<file path="src/sv/bcs_pkg.sv">
// shared types and constants for the cubic bezier sampler
package bcs_pkg;

  // most samples taken from one segment
  localparam int unsigned MAX_SAMPLES = 63;

  // configuration register indexes
  localparam int unsigned REG_T_STEP = 0;

  // depths of the job queue and the result queue
  localparam int unsigned JOBQ_DEPTH = 2;
  localparam int unsigned OUTQ_DEPTH = 4;

  // kind of work handed from the front to the back
  typedef struct packed {
    logic has_seg;
    logic last;
  } job_flags_t;

  // sampler sequencer states
  typedef enum logic [2:0] {
    B_IDLE,
    B_LVL0,
    B_LVL1,
    B_LVL2,
    B_EMIT,
    B_END
  } back_state_t;

endpackage

</file>
<file path="src/sv/bcs_jobq.sv">
// small queue of jobs between the front and the sampler
module bcs_jobq
  import bcs_pkg::*;
#(
  parameter int WIDTH = 194
) (
  input  logic             clk,
  input  logic             rst,
  input  logic             push,
  input  logic [WIDTH-1:0] wdata,
  output logic             full,
  input  logic             pop,
  output logic             valid,
  output logic [WIDTH-1:0] rdata
);

  localparam int AW = $clog2(JOBQ_DEPTH);

  logic [WIDTH-1:0] mem [JOBQ_DEPTH];
  logic [AW-1:0]    wptr, rptr;
  logic [AW:0]      count;

  assign full  = (count == (AW+1)'(JOBQ_DEPTH));
  assign valid = (count != '0);
  assign rdata = mem[rptr];

  // pointers and fill count
  always_ff @(posedge clk) begin
    if (rst) begin
      wptr  <= '0;
      rptr  <= '0;
      count <= '0;
    end else begin
      if (push && !full) wptr <= wptr + 1'b1;
      if (pop && valid) rptr <= rptr + 1'b1;
      count <= count + (AW+1)'(push && !full) - (AW+1)'(pop && valid);
    end
  end

  // storage
  always_ff @(posedge clk) begin
    if (push && !full) mem[wptr] <= wdata;
  end

endmodule

</file>
<file path="config.mk">
export PLATFORM = sky130hd
export DESIGN_NAME = bcs_jobq
export DESIGN_NICKNAME = d
export VERILOG_FILES = /design/src/sv/bcs_pkg.sv /design/src/sv/bcs_jobq.sv
export SDC_FILE = /design/constraint.sdc
export NUM_CORES = 1
export LEC_CHECK = 0
export BUFFER_PORTS_ARGS = -buffer_cell sky130_fd_sc_hd__buf_2
export CAP_MARGIN = 40
export CORE_UTILIZATION = 30
export DETAILED_ROUTE_END_ITERATION = 8
export SETUP_SLACK_MARGIN = 0.02
export SYNTH_ARGS = -nofsm -noshare
export SYNTH_HDL_FRONTEND = slang
export SYNTH_SLANG_ARGS = --single-unit
</file>
<file path="constraint.sdc">
create_clock -name clk -period 7.76 [get_ports clk]
set_clock_uncertainty 0.1 [all_clocks]
set_input_delay 1.552 -clock clk [delete_from_list [all_inputs] [get_ports clk]]
set_output_delay 1.552 -clock clk [all_outputs]
set_load 0.1 [all_outputs]
</file>
Yosys cells after proc, flatten, opt, wreduce, memory -nomap -nowiden:

Memories as Yosys holds them, arrays and structs flattened. A register that Yosys moved wholly into a read port is not among the register bits.
Index checks and enable logic that the tools add are counted.

* $add $sub $neg: 4
* $mul: 0
* div/mod/pow operators: 0
* magnitude comparators: 0
* equal/unequal tests: 1
* shift operators: 0
* multiplexer cells: 4
* bitwise gates (word level): 0
* reductions and logical operators: 4

Operators with widths (number)
* 1-bit 2-to-1 mux: 4
* 1-bit adder, second input constant: 2
* 2-bit by 1-bit adder with 2-bit output: 1
* 2-bit == test, second input constant: 1
* 1-bit logical AND: 2
* 2-bit nonzero test: 1
* 2-bit by 1-bit subtractor with 2-bit output: 1
* 1-bit zero test: 1

* flip-flop bits (word level): 4
* latch bits: 0
* bits in writable memories: 388
* bits in read-only memories: 0
* input bits: 198
* word-level logic and storage cells: 17
* memories kept: 1

Memory list
* mem: words 2, bits a word 194, rd ports 1, clocked after memory_dff 1, write ports 1, line bcs_jobq.sv:19 `logic [WIDTH-1:0] mem [JOBQ_DEPTH];`

Longest topological paths before layout:

* word-level depth: 5
* depth in mapped cells: 8
* gate-level depth less buffers: 8

Least setup slack after synthesis:

OpenSTA, ideal clock, no wires.

* path kind: input to register
* from: in push
* to: mem mem[1][0], enable pin
* setup time: 0.579 ns
* arrival: 6.036 ns
* required time: 7.081 ns
* path slack: 1.045 ns
* stages on the path: 1
* cells stage by stage: and3_1

* cells in the longest elaborated chain, start to end: 3

Ends and longest elaborated chain
* start: declaration: line bcs_jobq.sv:9 `input logic push,`
* 1-bit logical AND: line bcs_jobq.sv:42 `if (push && !full) mem[wptr] <= wdata;`
* 1-bit 2-to-1 mux: line bcs_jobq.sv:42
* 1-bit 2-to-1 mux (not written as such): line bcs_jobq.sv:42
* end: declaration: line bcs_jobq.sv:19

No other way between the ends.

==> flow_summary_export.csv <==
group,metric,value,unit
synthesis,synth_top_family_by_area,"multiplexers",
floorplan,start_util,30.4,%
min_path,min_path_cells,2,
clocking,cts_buffer_depth,3,
synthesis,ys_seq_area_share,78.8,%
clocking,clk_pin_slew_worst_paths,60,ps
routing,vias,7336,
timing,fmax,222,MHz
critical_path,required,6110,ps
floorplan,fp.dieArea,0.0506,mm²
clocking,cts_tree,"done",
place,dp_hpwl,19500,µm
routing,drcViolationCount,0,
routing,routedWlPerCell,17.6,µm
synthesis,yosysWarnings,0,
critical_path,crit_path_max_fanout,110,
clocking,clk_latency,540,ps
routing,drtIter0Drc,291,
layout,area_growth_syn_to_layout,27.2,%
timing,rsz0062_at_grt,"no",
critical_path,endpoint_kind,"primary output",
timing,maxSlewHeadroom,35.3,%
synthesis,yosys.area_share.simple,0.403,%
synthesis,synth-seq-cells,393,
timing,holdWs,405,ps
global_route,antenna_found_initial,4,
global_route,grt_usage,11.6,%
floorplan,die_h,225,µm
global_route,grt_pass1_wl,44000,µm
synthesis,syn_area,0.0149,mm²
routing,routed_wl,30700,µm
clocking,cts_setup_buffers,0,
global_route,grt_max_degree,131,
synthesis,synthAdderAreaFrac,0.168,%
timing,tightestPinTransition,970,ps
clocking,h-tree-depth,2,
global_route,overflow,0,
critical_path,reg2reg_depth,5,
routing,viasPerCell,4.21,
synthesis,synth_area_per_cell,23.6,µm²
floorplan,core_area,0.0490,mm²
synthesis,synth_compound_area_share,0.118,%
critical_path,startpoint_type,"flip-flop",
place,port_buffers,393,
layout,drive_gt1_share,60.6,%
flow_run,maxCapViolCount,0,
clocking,postCtsHoldBufs,0,
synthesis,synthDistinctLibCells,23,
layout,diodes,0,
synthesis,synth_nets,831,
clocking,post_cts_resized,0,
global_route,grt_pass1_vias,7588,
floorplan,rows,81,
critical_path,critical_path_class,"flip-flop to primary output",
floorplan,ios,394,
clocking,cts_inserted_buffers,44,
timing,maxSlewViolCount,0,
critical_path,cp.arrival,2860,ps
synthesis,muxShareOfSynthArea,18.7,%
synthesis,synth_xor_xnor_area_share,0.118,%
run_status,status,"finished, final reports clean",
timing,setup_tns,0,ps
timing,setup_viol,0,
synthesis,netlist_instances,631,
min_path,hp-class,"flip-flop to flip-flop",
clocking,cts_sinks,393,
timing,fin_crit_sh,58.2,%
place,gp_congestion,0.724,
timing,hold_viol_final,0,
clocking,cts-root-buf,"clkbuf_16",
layout,nets,1253,
floorplan,die_w,225,µm
routing,drt-pass1-iter-count,4,
routing,antenna_left,0,
timing,layout_min_cycle_time,4510,ps
[path summary, 6_finish.rpt]
path                end  slack, ps       from
max reg2reg  mem[0][26]       5110   count[0]
min                wptr        410       wptr
min reg2reg        wptr        410       wptr
max          rdata[145]       3250  flip-flop
[critical path, cell delays in order, from the launching register on]
cell and delay, ps:
dfxtp_4 730, buf_12 640, mux2_4 290, buf_2 440
[flip-flops by register name, indices dropped and copies added (netlist names), named ones only]
name / flops
mem: 388
count: 2
rptr: 1
wptr: 1
[metrics by stage]
step | area, µm² | std cells | util (%) | setup slack (ps)
2_1_floorplan | 14900 | 631 | - | 1040
3_3_place_gp | 17600 | 1670 | 35.9 | 3780
6_report | 19000 | 1744 | 38.7 | 3250
4_1_cts | 19000 | 1744 | 38.7 | 3120
3_5_place_dp | 17600 | 1671 | 35.9 | 3730
5_1_grt | 19000 | 1744 | 38.7 | 3080
[Yosys cell counts]
library cell / count / share of area, %
buf_6: 18 / 1.4
xnor2_1: 1 / 0.059
o21ai_0: 1 / 0.034
o21a_1: 1 / 0.050
and3_1: 1 / 0.042
mux2_4: 160 / 16
xor2_1: 1 / 0.059
ha_1: 2 / 0.17
mux2_2: 34 / 2.6
buf_8: 1 / 0.10
nor2b_1: 1 / 0.042
a21oi_1: 1 / 0.034
and2_1: 1 / 0.042
nor2_1: 3 / 0.076
dfxtp_1: 5 / 0.67
or3_1: 1 / 0.042
nor3_1: 1 / 0.034
edfxtp_1: 388 / 78
nand2_1: 1 / 0.025
or2_2: 1 / 0.042
nand2b_2: 1 / 0.059
buf_2: 3 / 0.10
inv_1: 4 / 0.10
[cells by family (layout without fill, tap and decap cells)]
kind of cell    count (synthesis)  in the layout
compound gates                  3              3
fa+ha+maj                       2              2
flops                         393            393
simple gates                   11             11
mux                           194            194
buf+inv                        26            475
xor+xnor                        2              2
[layer usage]
| metal | vias up | share of wire, % | track usage [%] |
|---|---|---|---|
| li1 | 3358 | - | - |
| met1 | 3639 | 39 | 13.3 |
| met2 | 272 | 49 | 19.6 |
| met3 | 61 | 8.6 | 4.29 |
| met4 | 6 | 2.5 | 4.41 |
| met5 | - | 0.11 | 0 |
[layout make-up]
class                      count  area (µm²)
sequential                   393       11800
fill                        4526       30000
clock buffer                  53        1160
multi-input combinational    212        2910
timing repair buffer         398        2060
tap                          664         831
clock inverter                20         226
inverter                       4        22.5
[placed cells by master, fill, tap and decap left out]
cell,instances
nand2b_2,1
buf_4,1
inv_1,3
or3_1,1
a21oi_1,1
clkinv_2,5
edfxtp_1,388
clkinvlp_4,1
xor2_1,1
clkbuf_16,45
buf_12,3
nand2_1,1
clkinv_1,7
o21a_1,1
xnor2_1,1
mux2_2,34
bufinv_16,5
dfxtp_4,1
o21ai_0,1
nor3_1,1
clkbuf_1,8
mux2_4,160
nor2b_1,1
inv_8,1
inv_6,1
and3_4,1
buf_2,393
ha_1,2
or2_2,1
nor2_1,3
and2_1,1
buf_16,1
clkinv_4,1
dfxtp_1,4
Power is left out: the tool's default activity adds up to more than one toggle a clock period on the data nets, which glitch-free logic cannot reach.
