[config.mk]
export PLATFORM = sky130hd
export DESIGN_NAME = bcs_front
export DESIGN_NICKNAME = d
export VERILOG_FILES = /design/src/sv/bcs_pkg.sv /design/src/sv/bcs_front.sv
export SDC_FILE = /design/constraint.sdc
export NUM_CORES = 1
export LEC_CHECK = 0
export ABC_AREA = 1
export BUFFER_PORTS_ARGS = -buffer_cell sky130_fd_sc_hd__buf_2
export CORE_MARGIN = 2
export CORE_UTILIZATION = 46
export DETAILED_ROUTE_END_ITERATION = 8
export GPL_ROUTABILITY_DRIVEN = 1
export PLACE_DENSITY = 0.84
export SLEW_MARGIN = 20
export SYNTH_ARGS = -nofsm -noshare
export SYNTH_HDL_FRONTEND = slang
export SYNTH_SLANG_ARGS = --single-unit
export TNS_END_PERCENT = 50
[constraint.sdc]
create_clock -name clk -period 8.04 [get_ports clk]
set_input_delay 0.804 -clock clk [delete_from_list [all_inputs] [get_ports clk]]
set_output_delay 0.804 -clock clk [all_outputs]
set_load 0.03 [all_outputs]
[src/sv/bcs_pkg.sv]
// shared types and constants for the cubic bezier sampler
package bcs_pkg;

  // most samples taken from one segment
  localparam int unsigned MAX_SAMPLES = 63;

  // configuration register indexes
  localparam int unsigned REG_T_STEP = 0;

  // depths of the job queue and the result queue
  localparam int unsigned JOBQ_DEPTH = 2;
  localparam int unsigned OUTQ_DEPTH = 4;

  // kind of work handed from the front to the back
  typedef struct packed {
    logic has_seg;
    logic last;
  } job_flags_t;

  // sampler sequencer states
  typedef enum logic [2:0] {
    B_IDLE,
    B_LVL0,
    B_LVL1,
    B_LVL2,
    B_EMIT,
    B_END
  } back_state_t;

endpackage

[src/sv/bcs_front.sv]
// front end: collects control points and turns closed segments into jobs
module bcs_front
  import bcs_pkg::*;
#(
  parameter int COORD_WIDTH = 24
) (
  input  logic                          clk,
  input  logic                          rst,
  input  logic                          accept,
  input  logic signed [COORD_WIDTH-1:0] point_x,
  input  logic signed [COORD_WIDTH-1:0] point_z,
  input  logic                          last_point,
  output logic                          job_push,
  output logic [8*COORD_WIDTH-1:0]      job_pts,
  output job_flags_t                    job_flags
);

  logic [COORD_WIDTH-1:0] start_x, start_z;
  logic [COORD_WIDTH-1:0] ctrl_x [2];
  logic [COORD_WIDTH-1:0] ctrl_z [2];
  logic [1:0]             phase;
  logic                   started;
  logic                   closing;

  // a third point after the start closes a segment
  assign closing             = started && (phase == 2'd2);
  assign job_push            = accept && (last_point || closing);
  assign job_flags.has_seg   = closing;
  assign job_flags.last      = last_point;
  assign job_pts = {point_x, point_z, ctrl_x[1], ctrl_z[1], ctrl_x[0], ctrl_z[0],
                    start_x, start_z};

  // curve state
  always_ff @(posedge clk) begin
    if (rst) begin
      start_x <= '0;
      start_z <= '0;
      phase   <= 2'd0;
      started <= 1'b0;
    end else if (accept) begin
      if (!started) begin
        start_x <= point_x;
        start_z <= point_z;
        phase   <= 2'd0;
        started <= 1'b1;
      end else if (phase != 2'd2) begin
        phase <= phase + 2'd1;
      end else begin
        start_x <= point_x;
        start_z <= point_z;
        phase   <= 2'd0;
      end
      if (last_point) begin
        start_x <= '0;
        start_z <= '0;
        phase   <= 2'd0;
        started <= 1'b0;
      end
    end
  end

  // inner control points
  always_ff @(posedge clk) begin
    if (accept && started && (phase != 2'd2)) begin
      ctrl_x[phase[0]] <= point_x;
      ctrl_z[phase[0]] <= point_z;
    end
  end

endmodule

Yosys cells after proc, flatten, opt, wreduce, memory -nomap -nowiden
Memories as Yosys holds them, arrays and structs flattened.
Cells that the tools add are included.
{"block": "totals", "regBits": 51, "ramBits": 96, "inputBits": 52, "output_inout_bits": 195, "elab_cells": 28, "mem_count": 2}
{"memory": "ctrl_x", "words": 2, "width": 24, "rd": 2, "rd_ports_with_merged_regs": 0, "wr": 1, "line": "bcs_front.sv:19", "text": "logic [COORD_WIDTH-1:0] ctrl_x [2];"}
{"memory": "ctrl_z", "words": 2, "width": 24, "rd": 2, "rd_ports_with_merged_regs": 0, "wr": 1, "line": "bcs_front.sv:20", "text": "logic [COORD_WIDTH-1:0] ctrl_z [2];"}
{"block": "op_classes", "n_addsub": 1, "eq_ne": 3, "n_mux": 12, "n_reduce_logical": 6}
{"cell": "$mux 24", "n": 6}
{"cell": "$mux 2", "n": 3}
{"cell": "$logic_and 1x1->1", "n": 4}
{"cell": "$mux 1", "n": 3}
{"cell": "$ne 3x3->1 const B", "n": 1}
{"cell": "$add 2x1->2 const B", "n": 1}
{"cell": "$eq 2x2->1 const B", "n": 1}
{"cell": "$ne 2x2->1 const B", "n": 1}
{"cell": "$reduce_and 2->1", "n": 1}
{"cell": "$logic_or 1x1->1", "n": 1}

Longest topological paths before layout
{"block": "logic_depth", "depth_word": 4, "ltp_mapped": 8, "depth_no_buf": 6}

Worst setup path after synthesis
OpenSTA, ideal clock, no wires.
{"block": "synth_timing", "path_type": "input port to flip-flop", "startpoint": "input port accept", "endpoint": "memory ctrl_x[0][0], enable pin", "setup_time_ns": 0.573, "t_arrival_ns": 5.406, "t_required_ns": 7.467, "slack_ns": 2.061, "path_stages": 2, "n_path_buf": 0, "path_cell_list": "inv_2 > nor4_1"}
{"block": "synth_via", "elab_chain_len": 4}
{"element": "start, declared", "line": "bcs_front.sv:9", "text": "input logic accept,"}
{"element": "$logic_and 1x1->1 (2 in a row)", "line": "bcs_front.sv:64", "text": "if (accept && started && (phase != 2'd2)) begin"}
{"element": "$mux 1", "line": "bcs_front.sv:64"}
{"element": "$mux 1 (implied by the code)", "line": "bcs_front.sv:65", "text": "ctrl_x[phase[0]] <= point_x;"}
{"element": "end, declared", "line": "bcs_front.sv:19"}
No other way between the ends.

Final worst setup path
{"block": "layout_timing", "startpoint": "input port last_point", "endpoint": "register start_z[18]"}
{"block": "layout_via", "elab_chain_len": 2, "word_cells_on_any_way": 3, "classes_between": "eq/ne (1); mux (1); reduce/logical (1)"}
{"element": "start, declared", "line": "bcs_front.sv:12", "text": "input logic last_point,"}
{"element": "$ne 3x3->1 (no line)"}
{"element": "$reduce_and 2->1 (no line)"}
{"element": "end signal, assigned", "line": "bcs_front.sv:43", "text": "start_z <= point_z;"}
{"element": "end signal, assigned", "line": "bcs_front.sv:50", "text": "start_z <= point_z;"}
{"element": "end, declared", "line": "bcs_front.sv:18", "text": "logic [COORD_WIDTH-1:0] start_x, start_z;"}
Several ways; a longest one is shown, not always the timed one.
A chain may end at the register's enable or synchronous reset.

==> metrics.txt <==
run status finished, final reports clean; Worst setup SP type input port; Detailed Route WL 11.80 mm; Core Rows 38; max_slew headroom 0.3806; Clock Pin Slew Worst Setup and Hold Paths 0.06 ns; CP endpoint kind flop; Synth cell types 17; GRT overflow 0; initial antenna violation count 0; Slew Limit Fails 0; Nets 636; synth warn 0; fraction of the yosys area taken by sequential cells 0.7544; Synth Instances 385; Design Area, Final 0.006784 mm2; vias in the first global route 3452; post-cts hold buffer count 0; Sink Count 147; DR vias 3655; Final setup viols 0; I/O Buffers 246; drt pass-1 iters 5; final hold violation count 0; Die Span Y 110.1 um; RSZ-0062 raised after global routing no; Hold WC Path Type flop to flop; Worst Tran Pin Value 0.9291 ns; Leak Pwr 2.842 nW; clock tree buffer depth 2; IO Count 247; post-DP HPWL 7.859 mm; area fraction of the dominant cell type after synthesis 0.5571; worst hold margin 0.4597 ns; Layout area overhead 31.09%; Max FO, Critical Path 49; Via density 4.966; filler instances 833; CTS H-Tree Depth 4; maxcap violations 0; pwr/cell area 265.2 mW/mm2; leading area contributor after synthesis edfxtp_1; CORE AREA 0.01089 mm2; DR iter-0 viols 239; Worst Skew 0.005178 ns; VDD IR max 0.1491 mV; wire length per cell 16.03 um; Mean Syn Cell Area 13.44 um2; CTS tree yes; Syn Nets 437; # diodes 0; gpl congestion 0.6818; synthesized flop and latch total 147; clk_lat worst skew 0.51 ns; DRC Markers 0; most frequent cells in the layout buf_2, edfxtp_1, nand2_1; ranking of synthesized cells by area edfxtp_1, dfxtp_1, buf_4; Starting Density 0.4753; Setup CP Type input port to flop; first-pass GRT wire length 17.17 mm; synthesized cell area 0.005175 mm2; Total Neg Setup Slack 0 ns; multi-input combinational cell area 773.2 um2; post-route ant nets 0; placed cell area 0.006136 mm2; clock root buffer clkbuf_8; Resize count post-CTS 0; Worst Path Arrival 2.97 ns; die area 0.01211 mm2; pin count of the biggest net entering global routing 52; Min Clock Period, post-route 2.566 ns; Register Area 0.003904 mm2; GR Util All Layers 0.1882; ratio of cells with drive above 1 in the final layout 0.4849; f_max 389.7 MHz; Die Width 110.1 um; commonest non-fill, non-tap cell in the layout buf_2; CP Data Required Time 8.45 ns; period utilisation layout 0.3192; Post-CTS Setup Bufs 0; number of CTS-inserted buffers 17
-- metrics by stage --
stage,instances,setup slack (ns),util,power [mW]
2_1_floorplan,385,2.061,-,0.9524
3_3_place_gp,704,5.205,0.5635,0.9841
3_5_place_dp,704,5.059,0.5635,0.9890
4_1_cts,735,5.519,0.6205,1.810
5_1_grt,736,5.230,0.6231,1.855
6_report,736,5.474,0.6231,1.799
-- cell usage after synthesis (all sizes together) --
cell and number:
clkbuf 8, o21a 1, nor4 1, a21oi 51, dfxtp 51, edfxtp 96, nor2 2, nand3 49
nand4 2, buf 63, nor3 1, nand2 54, inv 6
-- area by class of cell --
type,count,area share
clock buffers,20,0.06418
clock inverters,11,0.02730
inverters,6,0.003320
multi-input cells,161,0.1140
flip-flops and latches,147,0.5754
well taps,140,0.02582
repair buffers,251,0.1900
-- flip-flops by register name, indices dropped and copies added (netlist names) --
name and count:
ctrl_x 48, ctrl_z 48, phase 2, start_x 24, start_z 24, started 1
-- path summary, 6_finish.rpt --
kind	start	end	slack [ns]	depth (start not counted)
setup / recovery	last_point	start_z[18]	5.47	6
hold / removal	start_x[2]	start_x[2]	0.46	2
setup reg to reg	phase[0]	start_x[16]	5.48	6
hold reg to reg	start_x[2]	start_x[2]	0.46	2
-- where the power goes --
part	switching [mW]	internal, mW	total [mW]
logic	0.109	0.0385	0.147
clock network	0.285	0.539	0.824
registers	0.00672	0.821	0.828
-- routing by layer --
layer,track usage,vias to the layer above,share of wire
met5,0,-,0
met3,0.05115,14,0.080
li1,-,1709,-
met1,0.2156,1731,0.38
met4,0.07414,0,0.012
met2,0.3335,201,0.53
-- logic make-up (layout without fill, tap and decap cells) --
| group | after synthesis | count (layout) | share of synthesized area |
|---|---|---|---|
| buf+inv | 77 | 288 | 0.1003 |
| compound gates | 52 | 52 | 0.05077 |
| flops | 147 | 147 | 0.7544 |
| simple gates | 109 | 109 | 0.09454 |
-- critical path, cell delays in order --
cell	delay, ns
buf_2	0.14
nor2_4	0.15
nand2_2	0.54
nand2_2	0.94
nand2_1	0.13
a21oi_1	0.24
No activity file was read; power rests on OpenSTA's default activity.
